`src/kpq_pkg.sv`:
```
// kpq_pkg: shared constants, codes and types for the keyed priority queue
// used by kpq_cell and keyed_priority_queue_update_core; no dependencies
`default_nettype none
package kpq_pkg;

  localparam int CAPACITY   = 16;
  localparam int KEY_BITS   = 8;
  localparam int PRI_BITS   = 32;
  localparam int CNT_BITS   = $clog2(CAPACITY + 1);

  localparam logic [1:0] CMD_PUSH  = 2'd0;
  localparam logic [1:0] CMD_POP   = 2'd1;
  localparam logic [1:0] CMD_QUERY = 2'd2;

  localparam logic [1:0] ST_DONE     = 2'd0;
  localparam logic [1:0] ST_IGNORED  = 2'd1;
  localparam logic [1:0] ST_FULL     = 2'd2;
  localparam logic [1:0] ST_POP_EMPT = 2'd3;

  typedef struct packed {
    logic                       valid;
    logic [KEY_BITS-1:0]        key;
    logic signed [PRI_BITS-1:0] prio;
  } entry_t;

  typedef struct packed {
    logic                       do_insert;
    logic                       do_update;
    logic                       do_pop;
    logic [KEY_BITS-1:0]        key;
    logic signed [PRI_BITS-1:0] prio;
  } ctrl_t;

  localparam entry_t ENTRY_ZERO = '{valid: 1'b0, key: '0, prio: '0};

endpackage
`default_nettype wire

```
`src/keyed_priority_queue_update_core.sv`:
```
// keyed_priority_queue_update_core: keyed max-priority queue built as a sorted
// chain of kpq_cell slots with a registered result; depends on kpq_pkg, kpq_cell
//
// channel   direction  ports
// in        input      in_valid, in_stall, in_cmd, in_item_key, in_item_priority
// out       output     out_valid, out_stall, out_top_key, out_top_priority,
//                      out_entry_count, out_is_empty, out_status
//
// one transaction per cycle while in_stall is low: every slot compares against
// the command in parallel; the chain shifts at most one place at the accepting edge
// the result is registered and appears the cycle after acceptance
// in_stall is high only while a result waits and out_stall is high
// synchronous active-low reset empties every slot and drops any pending result
`default_nettype none
module keyed_priority_queue_update_core (
  input  wire logic                            clk,
  input  wire logic                            rst_n,
  input  wire logic                            in_valid,
  output logic                                 in_stall,
  input  wire logic [1:0]                      in_cmd,
  input  wire logic [kpq_pkg::KEY_BITS-1:0]    in_item_key,
  input  wire logic signed [kpq_pkg::PRI_BITS-1:0] in_item_priority,
  output logic                                 out_valid,
  input  wire logic                            out_stall,
  output logic [kpq_pkg::KEY_BITS-1:0]         out_top_key,
  output logic signed [kpq_pkg::PRI_BITS-1:0]  out_top_priority,
  output logic [kpq_pkg::CNT_BITS-1:0]         out_entry_count,
  output logic                                 out_is_empty,
  output logic [1:0]                           out_status
);
  import kpq_pkg::*;

  entry_t              cell_d     [CAPACITY];
  entry_t              cell_nxt   [CAPACITY];
  entry_t              prev_d     [CAPACITY];
  entry_t              next_d     [CAPACITY];
  logic [CAPACITY-1:0] ge, match, gt, prev_ge, mb_in, mb_out;

  ctrl_t               ctrl;
  logic                accept, found, better, full, is_push, is_pop;
  logic [1:0]          status;
  logic [CNT_BITS-1:0] count_r, count_nxt;

  logic                out_valid_r, out_valid_nxt;
  logic [KEY_BITS-1:0] top_key_r;
  logic signed [PRI_BITS-1:0] top_prio_r;
  logic [CNT_BITS-1:0] cnt_out_r;
  logic                empty_r;
  logic [1:0]          status_r;

  assign in_stall = out_valid_r && out_stall;
  assign accept   = in_valid && !in_stall;

  assign is_push = accept && (in_cmd == CMD_PUSH);
  assign is_pop  = accept && (in_cmd == CMD_POP);
  assign found   = |match;
  assign better  = |(match & gt);
  assign full    = (count_r == CNT_BITS'(CAPACITY));

  assign ctrl.key       = in_item_key;
  assign ctrl.prio      = in_item_priority;
  assign ctrl.do_insert = is_push && !found && !full;
  assign ctrl.do_update = is_push && found && better;
  assign ctrl.do_pop    = is_pop && (count_r != '0);

  genvar gi;
  generate
    for (gi = 0; gi < CAPACITY; gi++) begin : g_cell
      if (gi == 0) begin : g_head
        assign prev_d[gi]  = ENTRY_ZERO;
        assign prev_ge[gi] = 1'b1;
        assign mb_in[gi]   = 1'b0;
      end else begin : g_body
        assign prev_d[gi]  = cell_d[gi-1];
        assign prev_ge[gi] = ge[gi-1];
        assign mb_in[gi]   = mb_out[gi-1];
      end
      if (gi == CAPACITY - 1) begin : g_tail
        assign next_d[gi] = ENTRY_ZERO;
      end else begin : g_mid
        assign next_d[gi] = cell_d[gi+1];
      end

      kpq_cell u_cell (
        .clk             (clk),
        .rst_n           (rst_n),
        .ctrl            (ctrl),
        .prev_d          (prev_d[gi]),
        .next_d          (next_d[gi]),
        .prev_ge         (prev_ge[gi]),
        .match_before_in (mb_in[gi]),
        .d               (cell_d[gi]),
        .d_nxt           (cell_nxt[gi]),
        .ge              (ge[gi]),
        .match           (match[gi]),
        .gt              (gt[gi]),
        .match_before_out(mb_out[gi])
      );
    end
  endgenerate

  always_comb begin
    count_nxt = count_r;
    if (ctrl.do_insert) begin
      count_nxt = count_r + CNT_BITS'(1);
    end else if (ctrl.do_pop) begin
      count_nxt = count_r - CNT_BITS'(1);
    end
  end

  always_comb begin
    status = ST_DONE;
    if (is_push) begin
      if (found && !better) begin
        status = ST_IGNORED;
      end else if (!found && full) begin
        status = ST_FULL;
      end
    end else if (is_pop && (count_r == '0)) begin
      status = ST_POP_EMPT;
    end
  end

  always_comb begin
    out_valid_nxt = out_valid_r && out_stall;
    if (accept) begin
      out_valid_nxt = 1'b1;
    end
  end

  always_ff @(posedge clk) begin
    if (!rst_n) begin
      count_r     <= '0;
      out_valid_r <= 1'b0;
    end else begin
      count_r     <= count_nxt;
      out_valid_r <= out_valid_nxt;
    end
  end

  always_ff @(posedge clk) begin
    if (accept) begin
      top_key_r  <= cell_nxt[0].valid ? cell_nxt[0].key : '0;
      top_prio_r <= cell_nxt[0].valid ? cell_nxt[0].prio : '0;
      cnt_out_r  <= count_nxt;
      empty_r    <= (count_nxt == '0);
      status_r   <= status;
    end
  end

  assign out_valid        = out_valid_r;
  assign out_top_key      = top_key_r;
  assign out_top_priority = top_prio_r;
  assign out_entry_count  = cnt_out_r;
  assign out_is_empty     = empty_r;
  assign out_status       = status_r;

endmodule
`default_nettype wire

```
`src/kpq_cell.sv`:
```
// kpq_cell: one slot of the sorted chain, holds a single entry
// and trades it with its neighbors; depends on kpq_pkg
`default_nettype none
module kpq_cell (
  input  wire logic           clk,
  input  wire logic           rst_n,
  input  wire kpq_pkg::ctrl_t  ctrl,
  input  wire kpq_pkg::entry_t prev_d,
  input  wire kpq_pkg::entry_t next_d,
  input  wire logic           prev_ge,
  input  wire logic           match_before_in,
  output kpq_pkg::entry_t     d,
  output kpq_pkg::entry_t     d_nxt,
  output logic                ge,
  output logic                match,
  output logic                gt,
  output logic                match_before_out
);
  import kpq_pkg::*;

  entry_t d_r;
  logic   place;

  assign d     = d_r;
  assign ge    = d_r.valid && (d_r.prio >= ctrl.prio);
  assign gt    = ctrl.prio > d_r.prio;
  assign match = d_r.valid && (d_r.key == ctrl.key);
  assign match_before_out = match_before_in | match;

  // slots behind the updated entry keep their place
  assign place = ctrl.do_insert || (ctrl.do_update && !match_before_in);

  always_comb begin
    d_nxt = d_r;
    if (ctrl.do_pop) begin
      d_nxt = next_d;
    end else if (place && !ge) begin
      if (prev_ge) begin
        d_nxt.valid = 1'b1;
        d_nxt.key   = ctrl.key;
        d_nxt.prio  = ctrl.prio;
      end else begin
        d_nxt = prev_d;
      end
    end
  end

  always_ff @(posedge clk) begin
    if (!rst_n) begin
      d_r <= ENTRY_ZERO;
    end else begin
      d_r <= d_nxt;
    end
  end

endmodule
`default_nettype wire

```
`config.mk`:
```
export PLATFORM = sky130hd
export DESIGN_NAME = keyed_priority_queue_update_core
export DESIGN_NICKNAME = d
export VERILOG_FILES = /design/src/kpq_pkg.sv /design/src/keyed_priority_queue_update_core.sv /design/src/kpq_cell.sv
export SDC_FILE = /design/constraint.sdc
export NUM_CORES = 2
export LEC_CHECK = 0
export ABC_AREA = 1
export BUFFER_PORTS_ARGS = -buffer_cell sky130_fd_sc_hd__buf_4
export CORE_MARGIN = 2
export CORE_UTILIZATION = 36
export CTS_CLUSTER_DIAMETER = 50
export DETAILED_ROUTE_END_ITERATION = 8
export SLEW_MARGIN = 20
export SYNTH_ARGS = -nofsm -noshare
export SYNTH_HDL_FRONTEND = slang
export SYNTH_SLANG_ARGS = --single-unit
```
`constraint.sdc`:
```
create_clock -name clk -period 4.3 [get_ports clk]
set_input_delay 0.215 -clock clk [delete_from_list [all_inputs] [get_ports clk]]
set_output_delay 0.215 -clock clk [all_outputs]
set_load 0.05 [all_outputs]
```
======== Word-level counts from Yosys, hierarchy flattened ========
Index checks and enable logic that the tools add are counted.
word-level totals
  output and inout bits ................... 50
  flip-flop bits (word level) ............. 710
  input bits .............................. 46
  logic and storage cells ................. 322
operators by class
  mux-type cells .......................... 52
  reduce and logical (&&, ||, !) cells .... 147
  bitwise operators ....................... 16
  $lt $le $gt $ge ......................... 32
  add/sub/neg operators ................... 2
  eq/ne operators ......................... 18
operators with widths
  cell                                              number
  2-to-1 mux 41 bit                                 45
  greater-or-equal comparator 32 bit                16
  > comparator 32 bit                               16
  == test 8 bit                                     16
  logical AND 1 bit                                 75
  zero test 1 bit                                   35
  OR reduction 16 bit                               2
  nonzero test 2 bit                                14
  AND 16 bit                                        1
  logical OR 1 bit                                  16
  OR 1 bit                                          14
  zero test 5 bit                                   2
  2-to-1 mux 5 bit                                  2
  2-to-1 mux 2 bit                                  4
  adder 5 x 1 -> 5 bit, second input constant       1
  == test 5 bit, second input constant              1
  nonzero test 5 bit                                1
  subtractor 5 x 1 -> 5 bit, second input constant  1
  == test 2 x 1 -> 1 bit, second input constant     1
  zero test 2 bit                                   1
  OR reduction 2 bit                                1
  2-to-1 mux 1 bit                                  1
  NOT 1 bit                                         1

======== Logic depth before layout (Yosys ltp) ========
  depth after elaboration ................. 21
  gate-level depth with buffers ........... 27
  gate-level depth less buffers ........... 25

======== By module ========
Synthesis repeated with hierarchy kept, for this count alone.
unflattened totals
  cells, all modules ...................... 8,882
  area total of the unflattened synthesis .. 60,080.1 sq um
by module, submodules not included
  module                            seq. area each (sq um)  area an instance (sq um)  cells an instance  times used
  kpq_cell (g_cell[0].u_cell ...)   820.8                   3,504.6                   538                12
  kpq_cell (g_cell[7].u_cell ...)   820.8                   3,998.8                   544                3
  kpq_cell (g_cell[6].u_cell)       820.8                   3,518.4                   543                1
  keyed_priority_queue_update_core  1,561.5                 2,509.9                   251                1

======== Worst setup path after synthesis ========
OpenSTA, ideal clock, no wires.
  kind .................................... reg2reg
  start ................................... reg out_valid_r, in the netlist out_valid
  end ..................................... reg top_key_r[7], in the netlist out_top_key[7] (data pin)
  buffers on the path ..................... 5
  cell stages (with the launch flop) ...... 15
  period minus slack after synthesis ...... 4,960 ps
  data required time ...................... 4,153 ps
  setup time .............................. 147 ps
  slack ................................... -660 ps
  arrival ................................. 4,813 ps
  path through ............................ dfxtp_1 nand2_1 inv_1 nor2_1 nand2_1 nor2_1 nand2_1 inv_1 buf_2 buf_2 buf_2 buf_2 clkbuf_1 nand2_1 a21oi_1
between the ends
  cells in the longest elaborated chain, start to end .. 10
  elaborated cells on any way between the ends .. 14
  classes of those cells .................. 2 x mux; 12 x reduce/logical
RTL lines
  item                                               RTL line                                                                        text
  start, declared                                    keyed_priority_queue_update_core.sv:44                                          logic out_valid_r, out_valid_nxt;
  start signal, assigned                             keyed_priority_queue_update_core.sv:137                                         out_valid_r <= out_valid_nxt;
  logical AND 1 bit *                                keyed_priority_queue_update_core.sv:51                                          assign in_stall = out_valid_r && out_stall;
  named net in_stall                                 keyed_priority_queue_update_core.sv:19                                          output logic in_stall,
  zero test 1 bit *                                  keyed_priority_queue_update_core.sv:52                                          assign accept = in_valid && !in_stall;
  logical AND 1 bit *                                keyed_priority_queue_update_core.sv:52
  named net accept                                   keyed_priority_queue_update_core.sv:40                                          logic accept, found, better, full, is_push, is_pop;
  logical AND 1 bit                                  keyed_priority_queue_update_core.sv:54                                          assign is_push = accept && (in_cmd == CMD_PUSH);
  logical AND 1 bit (on tied branches) (2 in a row)  keyed_priority_queue_update_core.sv:62, keyed_priority_queue_update_core.sv:63
  logical OR 1 bit                                   kpq_cell.sv:31                                                                  assign place = ctrl.do_insert || (ctrl.do_update && !match_before_in);
  logical AND 1 bit                                  kpq_cell.sv:37                                                                  end else if (place && !ge) begin
  2-to-1 mux 41 bit                                  kpq_cell.sv:37
  2-to-1 mux 41 bit *                                kpq_cell.sv:35                                                                  if (ctrl.do_pop) begin
  end signal, assigned                               keyed_priority_queue_update_core.sv:143                                         top_key_r <= cell_nxt[0].valid ? cell_nxt[0].key : '0;
  end, declared                                      keyed_priority_queue_update_core.sv:45                                          logic [KEY_BITS-1:0] top_key_r;
The timed path passes the listed nets; every way through them passes the cells marked *.
A chain may end at the register's enable or synchronous reset.

======== Worst setup path after layout ========
  start ................................... reg g_cell[4].u_cell.d_r, in the netlist g_cell[4].u_cell.d[7]
  end ..................................... reg g_cell[11].u_cell.d_r, in the netlist g_cell[11].u_cell.d[13]
between the ends
  cells in the longest elaborated chain, start to end .. 8
RTL lines
  item                          RTL line                                text
  start, declared               kpq_cell.sv:21                          entry_t d_r;
  start signal, assigned        kpq_cell.sv:52                          d_r <= d_nxt;
  > comparator 32 bit           kpq_cell.sv:26                          assign gt = ctrl.prio > d_r.prio;
  AND 16 bit                    keyed_priority_queue_update_core.sv:57  assign better = |(match & gt);
  OR reduction 16 bit           keyed_priority_queue_update_core.sv:57
  logical AND 1 bit             keyed_priority_queue_update_core.sv:63  assign ctrl.do_update = is_push && found && better;
  logical AND 1 bit             kpq_cell.sv:31
  logical OR 1 bit              kpq_cell.sv:31
  logical AND 1 bit             kpq_cell.sv:37
  nonzero test 2 bit (no line)  n/a
  end signal, assigned          kpq_cell.sv:52
  end, declared                 kpq_cell.sv:21
No other way between the ends.

==> key figures <==
Routing
  • Drt wl/cell: between 20 and 25 um
  • Vias: ~60000
  • Drt drc: 0
  • ANT nets after route: 0
  • Vias per cell: around 5.6
  • Detailed Route WL: about 230000 um
  • Initial DRC count: approximately 6700
  • 1st-pass router iterations: 8

STA
  • Crit path time final: around 4.2 ns
  • Clock skew: 0.0525 ns
  • Max Fclk: 0.238 GHz
  • Final setup fails: 0
  • Slew Viols, Final: 0
  • Hold Vio Cnt, Final: 0
  • Slew headroom: between 20% and 30%
  • RSZ-0062 raised after global routing: yes
  • Crit share post-route: 97.8%
  • Worst-Margin Slew: roughly 1.0 ns

Global routing
  • First-pass GRT wire length: around 350000 um
  • Tot GR Track Use: between 20% and 30%
  • Largest net degree at the start of global routing: 119
  • Vias in the first global route: between 50000 and 60000
  • Initial antenna violation count: 12
  • Remaining Overflow, GRT: 0

Layout
  • Area occupied by multi-input gates: about 35000 um2
  • Layout cell share with drive strength beyond 1: under 10%
  • Nets@finish: roughly 9000
  • Fin area: around 63000 um2
  • Sequential Area: 14700 um2
  • Fillers: around 16000
  • Area Overhead vs Synth: 15.3%

Logic synthesis
  • Yosys cell types: 62
  • Post-synthesis compound-gate area fraction: 21.4%
  • Ranking of synthesized cells by area: dfxtp_1, nand2_1, ha_1
  • XOR/XNOR Fraction of Synth Area: less than 1%
  • Count leader, synth: nand2_1
  • EDFF count, synth: 48
  • Area share of fa/ha/maj cells after synthesis: 11.7%
  • Cells after synthesis: between 8000 and 9000
  • Synthesized Nets: approximately 9000
  • Main combinational cell family by area after synthesis: simple AND/OR/NAND/NOR gates
  • Avg Cell Area, Syn: approximately 6.3 um2
  • Sequential area share after synthesis: 26.8%
  • Mux cell area share after synthesis: 0%
  • Yosys top cell area share: 24.2%
  • Post-synth top area cell: dfxtp_1
  • Most used flip-flop cell after synthesis: dfxtp_1
  • Synthesized cell area: between 50000 and 60000 um2
  • Async S/R FF share, synth: 0%
  • Synth warnings: 0
  • Yosys reg bits: 710
  • Post-synth top cells: nand2_1, o21ai_0, a21oi_1, inv_1, dfxtp_1
  • Post-synthesis simple-gate area fraction: between 20% and 30%

Die
  • Initial Util: between 30% and 40%
  • # rows: 143
  • I/O pin count: 96
  • Die height: 394 um
  • Die W: 394 um
  • DIE AREA: between 150000 and 200000 um2
  • Core Region: around 150000 um2

Flow run
  • Total of max-cap violations: 0

Setup path
  • Setup crit start kind: flop
  • CP max FO: 26
  • Data arrival, critical path: between 4 and 5 ns
  • Critical Path RT: 4.89 ns
  • Critical Path End Type: flop
  • Crit Path Class: flop to flop

Power and ir drop
  • Total power: ~22 mW
  • Power per cell area: between 300 and 400 nW/um2
  • Peak VDD IR: between 300 and 400 uV
  • LEAKAGE: roughly 26 nW

Placement
  • Dpl hpwl: between 150000 and 200000 um
  • Cell Area, Placed: 58500 um2
  • Buffers on Ports: 95
  • RD Place Congestion: just under 1

CTS
  • Total CTS buffers: ~120
  • Clock transition at the registers of the reported paths: 0.06 ns
  • CTS Buffer Depth: 3
  • Number of H-tree levels: 3
  • Root buffer cell: clkbuf_16
  • TritonCTS clock tree: yes
  • Num Clock Sinks: about 700
  • Clk_lat worst skew: slightly below 0.8 ns

Hold path
  • Min-delay worst type: primary input to flop

Run status
  • Outcome: finished, final reports clean
final timing paths:
check | startpoint | to | slack [ns] | cells after the start
max | g_cell[4].u_cell.d[7]$_SDFFE_PN0P_ | g_cell[11].u_cell.d[13]$_SDFFE_PN0P_ | 0.09 | 22
min reg2reg | g_cell[15].u_cell.d[17]$_SDFFE_PP0P_ | g_cell[15].u_cell.d[17]$_SDFFE_PP0P_ | 0.48 | 2
max reg2reg | g_cell[4].u_cell.d[7]$_SDFFE_PN0P_ | g_cell[11].u_cell.d[13]$_SDFFE_PN0P_ | 0.09 | 22
min | in_item_key[4] | g_cell[1].u_cell.d[36]$_SDFFE_PN0P_ | 0.04 | 5
area by class of cell:
type / instances / area share, %
Timing Repair Buffer: 402 / 6.26
Tap cell: 2030 / 4.02
Antenna cell: 3 / 0.0119
Inverter: 782 / 4.68
Multi-Input combinational cell: 6601 / 54.7
Clock buffer: 148 / 5.29
Clock inverter: 83 / 1.76
Sequential cell: 710 / 23.3
through the flow:
stage	setup WS (ns)	hold WS, ns	instances	setup TNS [ns]	utilization, %
finish	0.0933	0.0447	10759	0	41.7
global route	-0.0178	0.0577	10756	-0.131	41.7
CTS	0.00898	0.00615	10754	0	41.6
detailed placement	-0.358	0.470	10514	-134.97	38.6
global placement	-0.374	0.461	10514	-132.93	38.6
floorplan	0.175	0.374	8687	0	-
layer usage:
metal  vias to the layer above  share of wire [%]  global-route usage (%)
met3                       653                8.9                    5.05
met2                      2891                 44                    45.3
met5                         -              0.041                       0
li1                      28702                  -                       -
met1                     28488                 41                    37.7
met4                        14                6.4                    16.7
what timing repair did:
item | 4_1_cts | 5_1_grt
hold endpoints to repair | 27 | 0
endpoints found under the setup margin | 560 | 601
hold buffers | 8 | 0
setup buffers | 1 | 2
resized for setup | 2 | 8
pin swaps | 1 | 2
sequential cells by signal, indices dropped and copies added (netlist names):
| name | flops |
|---|---|
| count_r | 5 |
| out_top_priority | 32 |
| out_is_empty | 1 |
| g_cell.u_cell.d | 656 |
| out_status | 2 |
| out_entry_count | 5 |
| out_valid | 1 |
| out_top_key | 8 |
critical path: stages, from the launching register on:
cell	delay, ns
dfxtp_1	0.41
inv_1	0.10
ha_1	0.31
nand2_1	0.09
nor2_2	0.41
nand2_1	0.10
nand2_1	0.08
nand2_1	0.05
nand2_1	0.24
nand2_1	0.23
nand2_1	0.11
nand2_1	0.16
nand4_1	0.12
nand2_1	0.10
nor2_2	0.14
nand2_2	0.09
o21ai_4	0.21
nand2_8	0.21
nand3_2	0.27
nand2_1	0.19
buf_12	0.24
nand2_1	0.07
a21oi_1	0.06
kinds of logic after synthesis:
family,Yosys count
and+or+nand+nor,3770
xor gates and xnor gates,50
adders and majority gates,514
DFF,710
AOI/OAI and AO/OA,2267
buffers and inverters,1376
power by group:
part / total, mW / internal [mW] / leakage, nW / switching (mW)
clock: 10.8 / 6.68 / 2.14 / 4.07
combinational: 4.02 / 1.28 / 18.4 / 2.74
sequential: 7.15 / 6.90 / 5.84 / 0.252
total: 21.9 / 14.9 / 26.4 / 7.06
layout by cell type (no fill, tap or decap), types with 27 or more instances in the layout:
master	Yosys	layout
nand2_1	2374	2358
o21ai_0	1262	1262
a21oi_1	867	866
inv_1	773	771
dfxtp_1	662	662
nand3_1	610	610
nor2_1	544	540
ha_1	514	514
buf_4	27	320
clkbuf_16	0	123
nand4_1	81	81
buf_12	3	73
edfxtp_1	48	48
nand3b_1	44	44
o21a_1	38	38
a211oi_1	31	31
nand2_2	16	30
nor3_1	29	27
Note: power is estimated with default switching activity, not from simulation.
